File: src/rtl/rcb_pkg.sv
// Shared types, constants and helpers for the red channel 5x5 blur.
package rcb_pkg;

  localparam int MaxLineWidth = 2048;
  localparam int MaxRows      = 4096;
  localparam int Taps         = 5;
  localparam int Slots        = Taps - 1;
  localparam int Classes      = 6;

  localparam int PixW       = 32;
  localparam int RedW       = 8;
  localparam int LineWidthW = 12;
  localparam int WeightW    = 16;
  localparam int FracW      = 8;
  localparam int ProdW      = RedW + WeightW;
  localparam int ColW       = $clog2(MaxLineWidth);
  localparam int RowW       = $clog2(MaxRows);
  localparam int SlotW      = $clog2(Slots);
  localparam int ClassW     = $clog2(Classes);
  localparam int ColSumW    = 11;
  localparam int SumW       = 13;
  localparam int CfgIdxW    = 3;
  localparam int CfgDataW   = 16;

  localparam logic [LineWidthW-1:0] LineWidthMin   = LineWidthW'(Taps);
  localparam logic [LineWidthW-1:0] LineWidthMax   = LineWidthW'(MaxLineWidth);
  localparam logic [LineWidthW-1:0] LineWidthReset = LineWidthW'(640);
  localparam logic [WeightW-1:0]    WeightReset    = WeightW'(256);
  localparam logic [ColW-1:0]       BorderCol      = ColW'(Taps - 1);
  localparam logic [RowW-1:0]       BorderRow      = RowW'(Taps - 1);
  localparam logic [ColW-1:0]       CenterOffCol   = ColW'(Taps / 2);
  localparam logic [RowW-1:0]       CenterOffRow   = RowW'(Taps / 2);

  typedef enum logic [CfgIdxW-1:0] {
    RegLineWidth     = 3'd0,
    RegCorner        = 3'd1,
    RegOuterOffaxis  = 3'd2,
    RegOuterAxis     = 3'd3,
    RegInnerDiag     = 3'd4,
    RegInnerAxis     = 3'd5,
    RegCenter        = 3'd6
  } cfg_reg_e;

  typedef struct packed {
    logic [PixW-1:0] pixel_word;
    logic            frame_start;
  } in_t;

  typedef struct packed {
    logic [SumW-1:0] blurred_sum;
    logic [ColW-1:0] center_column;
    logic [RowW-1:0] center_row;
  } out_t;

  typedef logic [Taps-1:0][RedW-1:0]    tap_col_t;
  typedef logic [Taps-1:0][WeightW-1:0] weight_col_t;
  typedef logic [Slots-1:0][RedW-1:0]   slot_data_t;

  typedef struct packed {
    logic shift;
    logic term_en;
    logic sum_en;
  } cell_ctrl_t;

  // Weight class of a window place, by its row and column distance from the center.
  function automatic logic [ClassW-1:0] weight_class(input int dy, input int dx);
    int a;
    int b;
    int hi;
    int lo;
    logic [ClassW-1:0] cls;
    a  = (dy > Taps / 2) ? dy - Taps / 2 : Taps / 2 - dy;
    b  = (dx > Taps / 2) ? dx - Taps / 2 : Taps / 2 - dx;
    hi = (a > b) ? a : b;
    lo = (a > b) ? b : a;
    if (hi == 2 && lo == 2) cls = ClassW'(0);
    else if (hi == 2 && lo == 1) cls = ClassW'(1);
    else if (hi == 2) cls = ClassW'(2);
    else if (hi == 1 && lo == 1) cls = ClassW'(3);
    else if (hi == 1) cls = ClassW'(4);
    else cls = ClassW'(5);
    return cls;
  endfunction

endpackage

File: src/rtl/rcb_cell.sv
// One window column: five taps, their clamped weighted terms and the column sum.
module rcb_cell (
  input  logic                          clk_i,
  input  rcb_pkg::cell_ctrl_t           ctrl_i,
  input  rcb_pkg::tap_col_t             col_i,
  input  rcb_pkg::weight_col_t          weight_i,
  output rcb_pkg::tap_col_t             col_o,
  output logic [rcb_pkg::ColSumW-1:0]   colsum_o
);

  rcb_pkg::tap_col_t                    taps_q;
  rcb_pkg::tap_col_t                    term_q;
  rcb_pkg::tap_col_t                    term_d;
  logic [rcb_pkg::ColSumW-1:0]          colsum_q;
  logic [rcb_pkg::ColSumW-1:0]          colsum_d;
  logic [rcb_pkg::Taps-1:0][rcb_pkg::ProdW-1:0] prod;

  always_comb begin
    for (int t = 0; t < rcb_pkg::Taps; t++) begin
      prod[t] = rcb_pkg::ProdW'(taps_q[t]) * rcb_pkg::ProdW'(weight_i[t]);
      if (prod[t][rcb_pkg::ProdW-1:rcb_pkg::FracW + rcb_pkg::RedW] != '0) begin
        term_d[t] = '1;
      end else begin
        term_d[t] = prod[t][rcb_pkg::FracW + rcb_pkg::RedW - 1:rcb_pkg::FracW];
      end
    end
  end

  always_comb begin
    colsum_d = '0;
    for (int t = 0; t < rcb_pkg::Taps; t++) begin
      colsum_d = colsum_d + rcb_pkg::ColSumW'(term_q[t]);
    end
  end

  always_ff @(posedge clk_i) begin
    if (ctrl_i.shift) begin
      taps_q <= col_i;
    end
    if (ctrl_i.term_en) begin
      term_q <= term_d;
    end
    if (ctrl_i.sum_en) begin
      colsum_q <= colsum_d;
    end
  end

  assign col_o    = taps_q;
  assign colsum_o = colsum_q;

endmodule

File: config.mk
export PLATFORM = sky130hd
export DESIGN_NAME = rcb_cell
export DESIGN_NICKNAME = d
export VERILOG_FILES = /design/src/rtl/rcb_pkg.sv /design/src/rtl/rcb_cell.sv
export SDC_FILE = /design/constraint.sdc
export NUM_CORES = 1
export LEC_CHECK = 0
export ABC_AREA = 1
export BUFFER_PORTS_ARGS = -buffer_cell sky130_fd_sc_hd__clkbuf_2
export CAP_MARGIN = 20
export CORE_MARGIN = 1
export CORE_UTILIZATION = 55
export CTS_CLUSTER_DIAMETER = 80
export DETAILED_ROUTE_END_ITERATION = 6
export PLACE_DENSITY = 0.74
export SYNTH_ARGS = -nofsm -noshare
export SYNTH_HDL_FRONTEND = slang
export SYNTH_SLANG_ARGS = --single-unit
File: constraint.sdc
create_clock -name clk_i -period 6.2 [get_ports clk_i]
set_input_delay 1.24 -clock clk_i [delete_from_list [all_inputs] [get_ports clk_i]]
set_output_delay 1.24 -clock clk_i [all_outputs]
set_load 0.02 [all_outputs]
==> results of run 1 <==
## registers in the layout, indices dropped and copies added, names as in the netlist
name	flops
col_o	40
colsum_o	11
term_q	40
## worst max-delay path, stage by stage
cell      delay (ns)
clkbuf_2        0.21
nand2_1         0.11
fa_1            0.56
inv_1           0.06
fa_1            0.49
fa_1            0.50
inv_1           0.05
fa_1            0.51
inv_1           0.05
ha_1            0.36
nand2_1         0.09
inv_1           0.08
nand3_1         0.13
nor3_1          0.28
nand3b_1        0.17
nand3_1         0.11
nand2_1         0.05
nand2_1         0.07
nand3_1         0.13
nor2_4          0.18
nand3_1         0.11
## final cells by class
cell class / count / area (µm²) / share of cell area [%]
inverter: 954 / 3580 / 13.3
sequential: 91 / 2730 / 10.2
tap: 600 / 751 / 2.79
clock inverter: 7 / 73.8 / 0.274
clock buffer: 9 / 225 / 0.837
multi-input combinational: 2238 / 18700 / 69.4
antenna: 1 / 2.50 / 0.00930
timing repair buffer: 175 / 878 / 3.26
## through the flow
| step | cell area, µm² | worst slack [ns] |
|---|---|---|
| after floorplan | 25500 | 0.913 |
| after global placement | 26600 | 0.405 |
| after detailed placement | 26600 | 0.421 |
| after CTS | 26900 | 0.836 |
| after global routing | 26900 | 0.486 |
| final | 26900 | 0.788 |
## cell usage after synthesis (13+ instances only)
library cell  count
nand3b_1         13
nand2_1         945
inv_1           953
nor2_4           13
nand2_2          43
xor2_1           29
clkbuf_1        132
nand3_1         116
nor3_1           21
ha_1            216
o21ai_0          45
xnor2_1          23
o21bai_1         15
edfxtp_1         91
nand4_1          21
fa_1            438
nor2_1          123
a21oi_1         113
## cell families (layout without fill, tap and decap cells)
| kind of cell | Yosys count | in the layout | synth area share, % |
|---|---|---|---|
| XOR/XNOR | 52 | 52 | 1.78 |
| flip-flops | 91 | 91 | 10.7 |
| AND/OR/NAND/NOR | 1319 | 1319 | 21.8 |
| adder cells (fa/ha/maj) | 654 | 654 | 44.9 |
| AO/OA/AOI/OAI | 213 | 213 | 4.68 |
| buffers and inverters | 1094 | 1145 | 16.1 |
| other | 0 | 1 | 0 |
## final timing paths
kind	startpoint	depth (start not counted)	slack (ns)	to
setup / recovery	weight_i[59]	21	0.79	term_q[29]$_SDFFCE_PP1P_
hold / removal	term_q[32]$_SDFFCE_PP1P_	1	0.59	colsum_o[0]$_DFFE_PP_
setup reg to reg	col_o[26]$_DFFE_PP_	20	0.95	term_q[29]$_SDFFCE_PP1P_
hold reg to reg	term_q[32]$_SDFFCE_PP1P_	1	0.59	colsum_o[0]$_DFFE_PP_
## where the power goes
group / switching [W] / leakage [nW] / total, W / internal [W]
Clock: 0.000315 / 0.146 / 0.000631 / 0.000316
Combinational: 0.00666 / 15.2 / 0.0105 / 0.00385
Sequential: 0.000177 / 0.837 / 0.00101 / 0.000828
Total: 0.00715 / 16.2 / 0.0121 / 0.00499
## layer usage
metal	up-vias	global-route usage [%]	share of wire [%]
met3	80	2.20	4.0
met4	0	7.18	1.9
li1	10100	-	-
met5	-	0	0
met2	501	45.6	50
met1	10100	34.9	45
==> results.json, run 1 <==
{
  "max_freq_ghz": 0.185,
  "via_count": 20700,
  "core-area_um2": 45600,
  "power_density_nw_per_um2": 451,
  "place.gp.congestion": 0.954,
  "final_net_count": 4247,
  "synth_top_area_cell": "fa_1",
  "holdCritPathClass": "flip-flop to flip-flop",
  "rsz0062_at_grt": "false",
  "grt_usage_pct": 26.1,
  "post-route-util_pct": 59.1,
  "synthCells": 3423,
  "root_buffer": "clkbuf_16",
  "finalCritPeriodShare_pct": 87.3,
  "grt_max_degree": 41,
  "p_leak_nw": 16.2,
  "power_w": 0.0121,
  "holdWs_ns": 0.588,
  "outcome": "finished clean",
  "peakVddDrop_uv": 292,
  "dp.cells": 4058,
  "dp_hpwl_um": 48200,
  "drc": 0,
  "drv_slew": 0,
  "insertion_delay_ns": 0.40,
  "via_per_inst": 5.08,
  "start_util_pct": 56.0,
  "area_growth_pct": 5.47,
  "ant_nets": 0,
  "clkTransAtPathRegs_ns": 0.08,
  "fin_tns_setup_ns": 0,
  "crit_type": "input port to flip-flop",
  "die_area_um2": 47300,
  "syn_area_per_cell_um2": 7.46,
  "cap_violations": 0,
  "cts_tree": "yes",
  "skew_ns": 0.0146,
  "synth_top_area_share_pct": 34.4,
  "antenna_found_initial": 1,
  "synthTopCellsByArea": "fa_1 34%, inv_1 14%, nand2_1 14%",
  "instances_no_fill": 4075,
  "cts_buffer_depth": 2,
  "synth_edf_count": 91,
  "worst_setup_path_start_kind": "input port",
  "finalSetupViolCount": 0,
  "end_kind": "flip-flop",
  "worstMarginPinSlew_ns": 0.990,
  "crit_fanout": 8,
  "drive_above_1_share_pct": 7.77,
  "fillCellCount": 4310,
  "cts.htree.levels": 3,
  "worstPathRequired_ns": 6.34,
  "firstDrtPassIters": 5,
  "grt-ovfl-total": 0,
  "wl_per_cell_um": 14.3,
  "yosys_warnings": 0,
  "async_flop_share_pct": 0,
  "die_h_um": 217,
  "ys.flop_type": "edfxtp_1",
  "ys_ff_latch": 91,
  "min_period_ns": 5.41,
  "post_cts_buffers": 0,
  "ys_seq_area_share_pct": 10.7,
  "synth_cell_type_count": 38,
  "clock-sinks": 91,
  "io_buffers": 174,
  "synth_nets": 4201,
  "holdBufCountCts": 0,
  "drtIter0Drc": 1162,
  "final_cell_mix": "953 x inv_1, 945 x nand2_1, 438 x fa_1",
  "worstPathArrival_ns": 5.55,
  "io_pins": 175,
  "grt_pass1_wl_um": 100000,
  "final_common_cell": "inv_1",
  "relSlewSlack_pct": 34.0,
  "cts_buffers": 9,
  "synthesis.area_um2": 25500,
  "wirelength_um": 58200,
  "die_x_um": 217,
  "hold_viol": 0,
  "cts_resized": 0,
  "grt_pass1_vias": 21400,
  "rows": 78
}
No activity file was read; power rests on OpenSTA's default activity.
==> run 2, diff against run 1 <==
Settings changed: CORE_MARGIN 1 to 5, CORE_UTILIZATION 55 to 35, PLACE_DENSITY 0.74 to unset.
==> run 2 against run 1 <==
Largest cell class unchanged. Largest power group unchanged. Power shrank 0.53%. Sequential power is essentially flat. Non-clock buffer count is the same. Register-to-register slack gained 0.04 ns. Critical path type unchanged.
==> results.json, run 2 (synthesis gave the netlist of run 1 again) <==
{
  "outcome": "finished clean",
  "pwr-share-clk_pct": 5.0,
  "dp.cells": 4417,
  "dp_hpwl_um": 52000,
  "reg2reg_depth": 19,
  "die_x_um": 280,
  "grt_use_met2_pct": 27.9,
  "instances_no_fill": 4436,
  "hold_depth": 1,
  "post_cts_buffers": 0,
  "comb_power_share_pct": 86.4,
  "min_period_ns": 5.37,
  "insertion_delay_ns": 0.39,
  "holdWs_ns": 0.611,
  "root_buffer": "clkbuf_16",
  "cts_tree": "yes",
  "worst_setup_path_start_kind": "input port",
  "seqPwrFrac_pct": 8.5,
  "dpl_cell_area_um2": 27100,
  "area_growth_pct": 7.23,
  "rsz0062_at_grt": "false",
  "io_buffers": 174,
  "antenna_found_initial": 5,
  "finalCritPeriodShare_pct": 86.6,
  "drc": 0,
  "wl_per_cell_um": 13.9,
  "end_kind": "flip-flop",
  "place.gp.congestion": 0.901,
  "grt_usage_pct": 16.3,
  "ant_nets": 0,
  "p_sw_w": 0.00713,
  "worstMarginPinSlew_ns": 1.05,
  "final_net_count": 4247,
  "fin_tns_setup_ns": 0,
  "power_density_nw_per_um2": 441,
  "grt_pass1_wl_um": 105000,
  "die_h_um": 280,
  "die_area_um2": 78400,
  "drive_above_1_share_pct": 7.77,
  "worstPathArrival_ns": 5.50,
  "rows": 99,
  "io_pins": 175,
  "crit_fanout": 8,
  "final_common_cell": "inv_1",
  "final_cell_area_um2": 27400,
  "finalSetupViolCount": 0,
  "grt_max_degree": 41,
  "grt_use_met3_pct": 1.71,
  "final_cell_mix": "953 x inv_1, 945 x nand2_1, 438 x fa_1",
  "hold_viol": 0,
  "clock-sinks": 91,
  "grtUsageMet1_pct": 22.5,
  "via_per_inst": 4.57,
  "grt-ovfl-total": 0,
  "crit_type": "input port to flip-flop",
  "holdBufCountCts": 0,
  "skew_ns": 0.0127,
  "cts.htree.levels": 3,
  "wirelength_um": 61600,
  "drtIter0Drc": 1023,
  "p_sw_share_pct": 59.1,
  "holdCritPathClass": "flip-flop to flip-flop",
  "p_leak_nw": 16.2,
  "clkTransAtPathRegs_ns": 0.09,
  "via_count": 20300,
  "peakVddDrop_uv": 193,
  "firstDrtPassIters": 5,
  "cap_violations": 0,
  "start_util_pct": 35.2,
  "busiest_layer": "met2",
  "core-area_um2": 72600,
  "cts_buffer_depth": 2,
  "grt_pass1_vias": 21100,
  "max_freq_ghz": 0.186,
  "relSlewSlack_pct": 29.9,
  "cts_buffers": 9,
  "power_w": 0.0121,
  "drv_slew": 0,
  "p_int_w": 0.00495,
  "cts_resized": 0,
  "worstPathRequired_ns": 6.33
}
## run 2: final cells by class
type	count	area, µm²
Clock buffer	9	225
Tap cell	959	1200
Timing Repair Buffer	175	878
Inverter	954	3580
Fill cell	7751	45200
Multi-Input combinational cell	2238	18700
Clock inverter	7	70.1
Sequential cell	91	2730
Antenna cell	3	7.51
## run 2: worst max-delay path, cell delays in order
cell,delay [ns]
clkbuf_2,0.21
nand2_1,0.11
fa_1,0.56
inv_1,0.06
fa_1,0.50
fa_1,0.50
inv_1,0.05
fa_1,0.47
inv_1,0.04
ha_1,0.37
nand2_1,0.14
nor2_1,0.19
and2_1,0.20
nand4_1,0.18
nand3_1,0.13
nand2_1,0.05
nand2_1,0.05
nand3_1,0.12
nor2_4,0.22
nand3_1,0.11
## run 2: final timing paths
check / from / slack, ns / endpoint
worst max-delay path: weight_i[44] / 0.83 / term_q[21]$_SDFFCE_PP1P_
worst min-delay path: term_q[32]$_SDFFCE_PP1P_ / 0.61 / colsum_o[0]$_DFFE_PP_
worst max register to register: col_o[34]$_DFFE_PP_ / 0.99 / term_q[35]$_SDFFCE_PP1P_
worst min register to register: term_q[32]$_SDFFCE_PP1P_ / 0.61 / colsum_o[0]$_DFFE_PP_
## run 2: metal layers
layer  up-vias  part of all wire, %  wire length (µm)
li1      10100                    -                 -
met1      9757                   46             28400
met2       389                   49             29900
met3        51                  4.1              2540
met4         2                  1.3               780
met5         -                0.032                20
## run 2: stage by stage
stage               setup slack [ns]  utilization, %
detailed placement             0.432            37.3
global placement               0.426            37.3
global route                   0.530            37.7
CTS                            0.878            37.7
floorplan                      0.913               -
finish                         0.834            37.7
## run 2: power groups by stage
stage | Sequential, W | Clock (W) | Combinational [W]
after global routing | 0.00105 | 0.000658 | 0.0120
final | 0.00103 | 0.000610 | 0.0104
after CTS | 0.00103 | 0.000644 | 0.0105
after global placement | 0.00105 | 0 | 0.0105
after floorplan | 0.000951 | 0 | 0.00804
after detailed placement | 0.00104 | 0 | 0.0104
==> run 3, diff against run 2 <==
Settings changed: ABC_CLOCK_PERIOD_IN_PS set to 6200, BUFFER_PORTS_ARGS -buffer_cell sky130_fd_sc_hd__clkbuf_2 to -buffer_cell sky130_fd_sc_hd__buf_2, CORE_MARGIN 5 to unset.
==> run 3 against run 2 <==
Clock skew is 0.0047 ns higher. Power up 0.49%. Combinational power is essentially flat. Core utilization is 0.36 points higher. Die area decreased by 5.6%. Cell area about the same. Largest power group unchanged. Sequential power about the same.
==> results.json, run 3 (synthesis gave the netlist of run 1 again) <==
{
  "outcome": "finished clean",
  "p_leak_nw": 16.2,
  "min_to": "colsum_o[0]$_DFFE_PP_",
  "rsz0062_at_grt": "false",
  "root_buffer": "clkbuf_16",
  "seqPwrFrac_pct": 8.6,
  "cts_buffers": 9,
  "die_area_um2": 74000,
  "skew_ns": 0.0174,
  "dp_hpwl_um": 52200,
  "grt_pass1_vias": 21000,
  "finalCritPeriodShare_pct": 86.5,
  "clock-sinks": 91,
  "io_buffers": 174,
  "regArea_um2": 2730,
  "drv_slew": 0,
  "fillCellCount": 7606,
  "area_growth_pct": 7.16,
  "firstDrtPassIters": 6,
  "grt_pass1_wl_um": 105000,
  "relSlewSlack_pct": 36.7,
  "die_x_um": 272,
  "grt-ovfl-total": 0,
  "wl_per_cell_um": 14.0,
  "wirelength_um": 62100,
  "drtIter0Drc": 1118,
  "ff2ff_setup_slack_ns": 0.96,
  "pwr-share-clk_pct": 5.0,
  "p_sw_share_pct": 59.2,
  "rr_endpoint": "term_q[26]$_SDFFCE_PP1P_",
  "antennaDiodeCount": 0,
  "io_pins": 175,
  "crit_fanout": 8,
  "grt_usage_pct": 17.5,
  "cts_buffer_depth": 2,
  "core-area_um2": 71900,
  "hold_depth": 1,
  "fin_tns_setup_ns": 0,
  "cts.htree.levels": 3,
  "peakVddDrop_uv": 239,
  "rr_startpoint": "col_o[26]$_DFFE_PP_",
  "worstMarginPinSlew_ns": 0.949,
  "crit_chain": "buf_2 -> nand2_1 -> fa_1 -> inv_1 -> fa_1 -> fa_1 -> inv_1 -> fa_1 -> inv_1 -> ha_1 -> nand2_1 -> inv_1 -> nand3_1 -> nor3_1 -> nand3b_1 -> nand3_1 -> nand2_1 -> nand2_1 -> nand3_1 -> nor2_4 -> nand3_1",
  "worstHoldStart": "term_q[32]$_SDFFCE_PP1P_",
  "holdBufCountCts": 0,
  "p_int_w": 0.00496,
  "antenna_found_initial": 1,
  "place.gp.congestion": 0.905,
  "via_count": 20400,
  "worst_setup_path_start_kind": "input port",
  "clkTransAtPathRegs_ns": 0.09,
  "post_cts_buffers": 0,
  "holdWs_ns": 0.619,
  "final_common_cell": "inv_1",
  "cts_tree": "yes",
  "drc": 0,
  "final_net_count": 4247,
  "max_freq_ghz": 0.186,
  "ant_nets": 0,
  "reg2reg_depth": 20,
  "worstPathArrival_ns": 5.50,
  "end_kind": "flip-flop",
  "p_sw_w": 0.00718,
  "power_density_nw_per_um2": 444,
  "via_per_inst": 4.62,
  "crit_path_max_incr_delay_ns": 0.57,
  "comb_power_share_pct": 86.4,
  "holdCritPathClass": "flip-flop to flip-flop",
  "cap_violations": 0,
  "die_h_um": 272,
  "crit_type": "input port to flip-flop",
  "cts_resized": 0,
  "multi_input_area_um2": 18700,
  "grt_max_degree": 41,
  "cpMaxStageDelayCell": "fa_1",
  "insertion_delay_ns": 0.40,
  "drive_above_1_share_pct": 7.77,
  "hold_viol": 0,
  "start_util_pct": 35.5,
  "worstPathRequired_ns": 6.33,
  "finalSetupViolCount": 0,
  "rows": 98,
  "min_period_ns": 5.36,
  "final_cell_mix": "953 x inv_1, 945 x nand2_1, 438 x fa_1"
}
==> run 3: worst max-delay path by stage <==
stage	startpoint	to	slack (ns)	cells after the start
2_1_floorplan	weight_i[76]	term_q[32]$_SDFFCE_PP1P_	0.91	19
3_3_place_gp	weight_i[44]	term_q[20]$_SDFFCE_PP1P_	0.43	20
3_5_place_dp	weight_i[43]	term_q[20]$_SDFFCE_PP1P_	0.47	20
4_1_cts	weight_i[59]	term_q[27]$_SDFFCE_PP1P_	0.90	21
5_1_grt	weight_i[44]	term_q[17]$_SDFFCE_PP1P_	0.54	20
6_report	weight_i[59]	term_q[26]$_SDFFCE_PP1P_	0.84	21
==> run 3: final cells by class <==
| type | instances | share of cell area, % |
|---|---|---|
| timing repair buffer | 175 | 3.21 |
| clock buffer | 9 | 0.823 |
| tap | 950 | 4.35 |
| inverter | 954 | 13.1 |
| sequential | 91 | 9.99 |
| multi-input combinational | 2238 | 68.3 |
| clock inverter | 7 | 0.256 |
==> run 3: power by group through the flow <==
stage / clock (W) / sequential [W] / combinational (W)
4_1_cts: 0.000648 / 0.00104 / 0.0106
2_1_floorplan: 0 / 0.000951 / 0.00804
3_3_place_gp: 0 / 0.00106 / 0.0105
3_5_place_dp: 0 / 0.00105 / 0.0105
6_report: 0.000613 / 0.00104 / 0.0105
5_1_grt: 0.000654 / 0.00105 / 0.0121
==> run 3: worst max-delay path, delay by kind of cell <==
| family | cells | cell delay [ns] |
|---|---|---|
| fa+ha+maj | 5 | 2.42 |
| simple gates | 11 | 1.45 |
| buf+inv | 5 | 0.40 |
==> run 3: per-stage QoR <==
stage | power, W | cell area (µm²) | setup WS (ns) | utilization, % | instances
3_3_place_gp | 0.0116 | 27100 | 0.434 | 37.7 | 4408
2_1_floorplan | 0.00899 | 25500 | 0.913 | - | 3423
4_1_cts | 0.0122 | 27300 | 0.903 | 38.1 | 4424
5_1_grt | 0.0138 | 27300 | 0.536 | 38.1 | 4424
6_report | 0.0121 | 27300 | 0.837 | 38.1 | 4424
3_5_place_dp | 0.0115 | 27100 | 0.472 | 37.7 | 4408
==> run 3: metal layers <==
layer	track usage [%]	up-vias	share of wire (%)
met5	0	-	0.013
met4	4.55	2	1.7
met3	1.76	57	3.6
met2	30.1	352	49
met1	23.5	9950	46
li1	-	10100	-
